### src/rtl/core/srv_ram.sv
// Simple dual-port RAM with one write port and one registered read port.
`timescale 1ns / 1ps

module srv_ram #(
  parameter int DEPTH = 256,
  parameter int WIDTH = 16,
  localparam int AW = (DEPTH > 1) ? $clog2(DEPTH) : 1
) (
  input  logic             clk,
  input  logic             we,
  input  logic [AW-1:0]    waddr,
  input  logic [WIDTH-1:0] wdata,
  input  logic             re,
  input  logic [AW-1:0]    raddr,
  output logic [WIDTH-1:0] rdata
);

  logic [WIDTH-1:0] mem [DEPTH];

  always_ff @(posedge clk) begin
    if (we) begin
      mem[waddr] <= wdata;
    end
  end

  always_ff @(posedge clk) begin
    if (re) begin
      rdata <= mem[raddr];
    end
  end

endmodule

### config.mk
export PLATFORM = sky130hd
export DESIGN_NAME = srv_ram
export DESIGN_NICKNAME = d
export VERILOG_FILES = /design/src/rtl/core/srv_ram.sv
export SDC_FILE = /design/constraint.sdc
export NUM_CORES = 2
export LEC_CHECK = 0
export ABC_CLOCK_PERIOD_IN_PS = 2300
export BUFFER_PORTS_ARGS = -buffer_cell sky130_fd_sc_hd__buf_4
export CORE_ASPECT_RATIO = 0.9
export CORE_MARGIN = 1
export CORE_UTILIZATION = 40
export DETAILED_ROUTE_END_ITERATION = 6
export PLACE_DENSITY = 0.56
export SYNTH_ARGS = -nofsm -noshare
export SYNTH_HDL_FRONTEND = slang
export SYNTH_SLANG_ARGS = --single-unit
### constraint.sdc
create_clock -name clk -period 2.3 [get_ports clk]
set_input_delay 0.115 -clock clk [delete_from_list [all_inputs] [get_ports clk]]
set_output_delay 0.115 -clock clk [all_outputs]
set_load 0.01 [all_outputs]
==> impl.org <==
** Status
- Run status :: finished, violations left
- Violations in the final reports :: design-rule violations, negative setup slack

** Yosys
- By area the synthesized netlist is led by edfxtp_1 78%, mux4_2 11%, mux2i_1 3.6%.
- In the post-synthesis netlist, the cell with the most instances is edfxtp_1.
- In this run the biggest area consumer among cell types represents 77.7% of the synthesized area.
- Dominant combinational cell family by area after synthesis :: multiplexers
- In this run, synthesis inferred 4112 flip-flops with an integrated enable.
- The most used flip-flop cell after synthesis is edfxtp_1.
- The synthesized netlist devotes 3.53% of its cell area to compound gates.
- After synthesis, the share of cell area in mux cells is 15.5%.
- After synthesis the netlist holds a flip-flop and latch count of 4112.
- In the synthesized netlist, the number of instances is 7360.
- Synthesized-area fraction occupied by and/or/nand/nor cells :: 1.57%
- By count the netlist is led by 4112 x edfxtp_1, 797 x mux4_2, 565 x mux2i_1.
- Synth Warn # :: 0
- After synthesis the cells add up to 159000 sq um.
- Sequential-to-total area share from yosys stat :: 77.7%
- For this run, asynchronously set or reset flops after synthesis account for 0%.
- Xor and xnor area share after synthesis :: 0%
- Biggest area consumer among synthesized cells :: edfxtp_1
- Averaged over all synthesized cells, the footprint is 21.6 sq um.
- After synthesis, the netlist uses 51 different library cells.
- Summing the areas of all fa, ha and maj instances in the mapped netlist gives 0% of the synthesized area.
- Syn_nets :: 7395

** STA
- On the final layout, the worst hold slack is 84.4 ps.
- Across the routed clock network, the largest skew measured is 64.8 ps.
- Setup repair after global routing could not meet its margin everywhere.
- Setup slack after layout :: -280 ps
- Setup Total Neg Slack :: -2510 ps
- For the pin with the worst max-slew slack, the measured transition is 1150 ps.
- Relative slew margins :: 22.4%
- Counting I/O delays and the setup requirement, the final critical path takes 2580 ps.
- Final hold violation count :: 0
- Max Slew Vio Count :: 0
- Final setup violation count :: 16
- Achievable frequency :: 388 MHz
- Dividing the final minimum period by the clock period gives 112%.

** Critical path
- In this run the critical register-to-register path is captured at rdata[1]$_DFFE_PP_.
- Type of origin of the critical path :: register
- Critical-path cell with the highest stage delay :: mux4_2
- The number of cells on the worst reg-to-reg path is 6.
- Along the worst path, the maximum fanout reaches 1.
- Critical path cell sequence :: mux4_2, mux4_2, a22o_4, o32ai_4, buf_6, nor4_4
- On the worst path, the slowest cell contributes a delay of 600 ps.
- Setup slack on the worst reg-to-reg path comes out at -280 ps.
- Worst path required time :: 3000 ps
- Cell occurring most often along the worst timing path :: mux4_2
- Worst reg2reg startpoint :: mem[30][1]$_DFFE_PP_
- The worst setup path is captured at a register.
- Data on the critical path arrives at its endpoint at 3280 ps.
- Kind of critical path :: reg2reg

** Power
- Net switching is 21.7% of the power.
- Internal power comes to 124 mW.
- Power per cell area :: 836 nW/um^2
- Fraction of power consumed by combinational cells :: 6.0%
- Net switching power of the design :: 34.4 mW
- Across the VDD grid, the largest voltage drop is 0.666 mV.
- Summed over all cells, the static leakage comes to 61.3 nW.
- Share of power burned in registers :: 52.2%
- Clock network fraction of total power :: 41.8%

** Placed design
- The congestion estimate from routability-driven global placement came to 0.870.
- Detailed-placement wirelength estimate :: 286 mm
- Buffers placed on the I/O ports in this run total 50.

** Route
- Detailed-route wire length per cell :: 31.6 microns
- Final routed DRC violation total :: 8
- Via count normalized by instance count :: 5.75
- The first TritonRoute pass finished after 7 iterations.
- Total Routed Length :: 448 mm
- DR iter-0 viols :: 9861
- Once detail routing completed, the nets flagged for antenna violations numbered 0.
- The final route contains 81600 vias.

** Floorplanning
- The die covers 400000 sq um.
- The initial utilization of the core area, before any placement, comes to 40.2%.
- Row Count :: 219
- Measured along the x axis, the die boundary spans 666 microns.
- The core region is 395000 sq um.
- The die is 600 microns tall.
- During I/O placement, the number of pins put on the boundary was 51.

** Worst hold path
- Source of the worst hold timing path :: wdata[9]
- The min-delay analysis places its worst path in the category in2reg.
- Counting instances, the worst hold path has a depth of 2.
- Hold path endpoint :: mem[71][9]$_DFFE_PP_

** Global route
- Entering global routing, the biggest net connects 101 pins.
- Number of antenna violations at the first check in global routing :: 25
- GR peak layer :: met2
- Global routing used 32.3% of the available met1 tracks.
- First-pass GRT wire length :: 630 mm
- Global routing used 35.1% of the available met2 tracks.
- The number of global-route vias before repair was 81500.
- Met3 Use GR :: 3.19%
- Overall fraction of global-route tracks in use :: 22.1%
- GRT overflow :: 0

** Clock network
- H-Tree Depth :: 5
- Clock-pin slew on the worst setup and hold paths :: 60 ps
- Buffer levels on the longest clock path :: 4
- The tree is rooted in a clkbuf_16.
- The clock net in this run drives a total of 4112 sinks.
- At the later pin of the worst-skew pair, clock insertion delay measures 980 ps.
- Num CTS Buffers :: 423
- In this run the post-CTS setup repair buffer count came out at 0.
- TritonCTS clock tree :: done

** Layout
- Compared with the post-synthesis result, the final layout area differs by 19.3%.
- In the final layout, the share of cells above drive strength 1 is 32.3%.
- The net count of the finished layout is 8571.

** Flow run
- Max Cap Violations :: 0
how the worst max path moves through the flow:
stage	start	to	slack, ps	depth (start not counted)
6_report	mem[30][1]$_DFFE_PP_	rdata[1]$_DFFE_PP_	-280	6
5_1_grt	mem[27][1]$_DFFE_PP_	rdata[1]$_DFFE_PP_	-340	6
4_1_cts	mem[30][1]$_DFFE_PP_	rdata[1]$_DFFE_PP_	-290	6
3_5_place_dp	raddr[0]	rdata[11]$_DFFE_PP_	-1620	12
3_3_place_gp	raddr[0]	rdata[11]$_DFFE_PP_	-1610	12
2_1_floorplan	raddr[1]	rdata[4]$_DFFE_PP_	-2	8
through the flow:
stage / cell area [sq um] / power (mW) / setup WS (ps) / util, % / instances
2_1_floorplan: 159000 / 88.4 / -2.07 / - / 7360
3_3_place_gp: 175000 / 93.4 / -1610 / 44.3 / 13400
3_5_place_dp: 175000 / 93.5 / -1620 / 44.3 / 13400
4_1_cts: 189000 / 159 / -294 / 47.9 / 14200
5_1_grt: 190000 / 163 / -337 / 47.9 / 14200
6_report: 190000 / 159 / -280 / 47.9 / 14200
power by group through the flow:
stage | combinational [mW] | clock (mW) | sequential, mW
after CTS | 9.42 | 67.3 | 82.8
after global placement | 9.03 | 0 | 84.3
final | 9.47 | 66.3 | 82.8
after detailed placement | 9.16 | 0 | 84.3
after floorplan | 4.08 | 0 | 84.3
after global routing | 9.85 | 69.9 | 82.7
placed cells by master, fill, tap and decap left out, drive strengths merged, types with 148 or more instances in the layout:
cell and n:
a21oi 175, buf 1172, clkbuf 522, clkinv 195, edfxtp 4112, mux2i 565, mux4 797, nor2 304
o221ai 253, o22ai 148
metal layers:
metal / vias up / share of wire (%) / routed length [microns]
li1: 33700 / - / -
met1: 44000 / 43 / 192000
met2: 3322 / 47 / 210000
met3: 600 / 7.5 / 33600
met4: 10 / 2.8 / 12700
met5: - / 0.016 / 73
critical path, delay by kind of cell (launching register included):
| kind | cells | cell delay (ps) |
|---|---|---|
| muxes | 2 | 1080 |
| AOI/OAI and AO/OA | 2 | 640 |
| DFF | 1 | 360 |
| buffers and inverters | 1 | 160 |
| and+or+nand+nor | 1 | 40 |
sequential cells by signal (all words and copies together), names as in the netlist:
name and flops:
mem 4096, rdata 16
area by class of cell:
| type | count | area [sq um] |
|---|---|---|
| sequential | 4112 | 123000 |
| tap | 5304 | 6640 |
| multi-input combinational | 2792 | 33900 |
| timing repair buffer | 1203 | 12100 |
| fill | 32200 | 206000 |
| antenna | 12 | 30.0 |
| clock buffer | 521 | 11100 |
| clock inverter | 245 | 2130 |
| inverter | 4 | 27.5 |
cell families (layout without fill, tap and decap cells):
group / count (synthesis) / in the layout
AO/OA/AOI/OAI: 786 / 786
buffers and inverters: 456 / 1973
flip-flops: 4112 / 4112
multiplexers: 1450 / 1450
other: 0 / 12
AND/OR/NAND/NOR: 556 / 556
what timing repair did:
item                                    4_1_cts  5_1_grt
hold endpoints to repair                   4455        0
cloned                                        0        0
hold buffers                                 30        0
endpoints found under the setup margin       16       26
pin swaps                                    29       22
resized for setup                           136       32
Note: power is estimated with default switching activity, not from simulation.
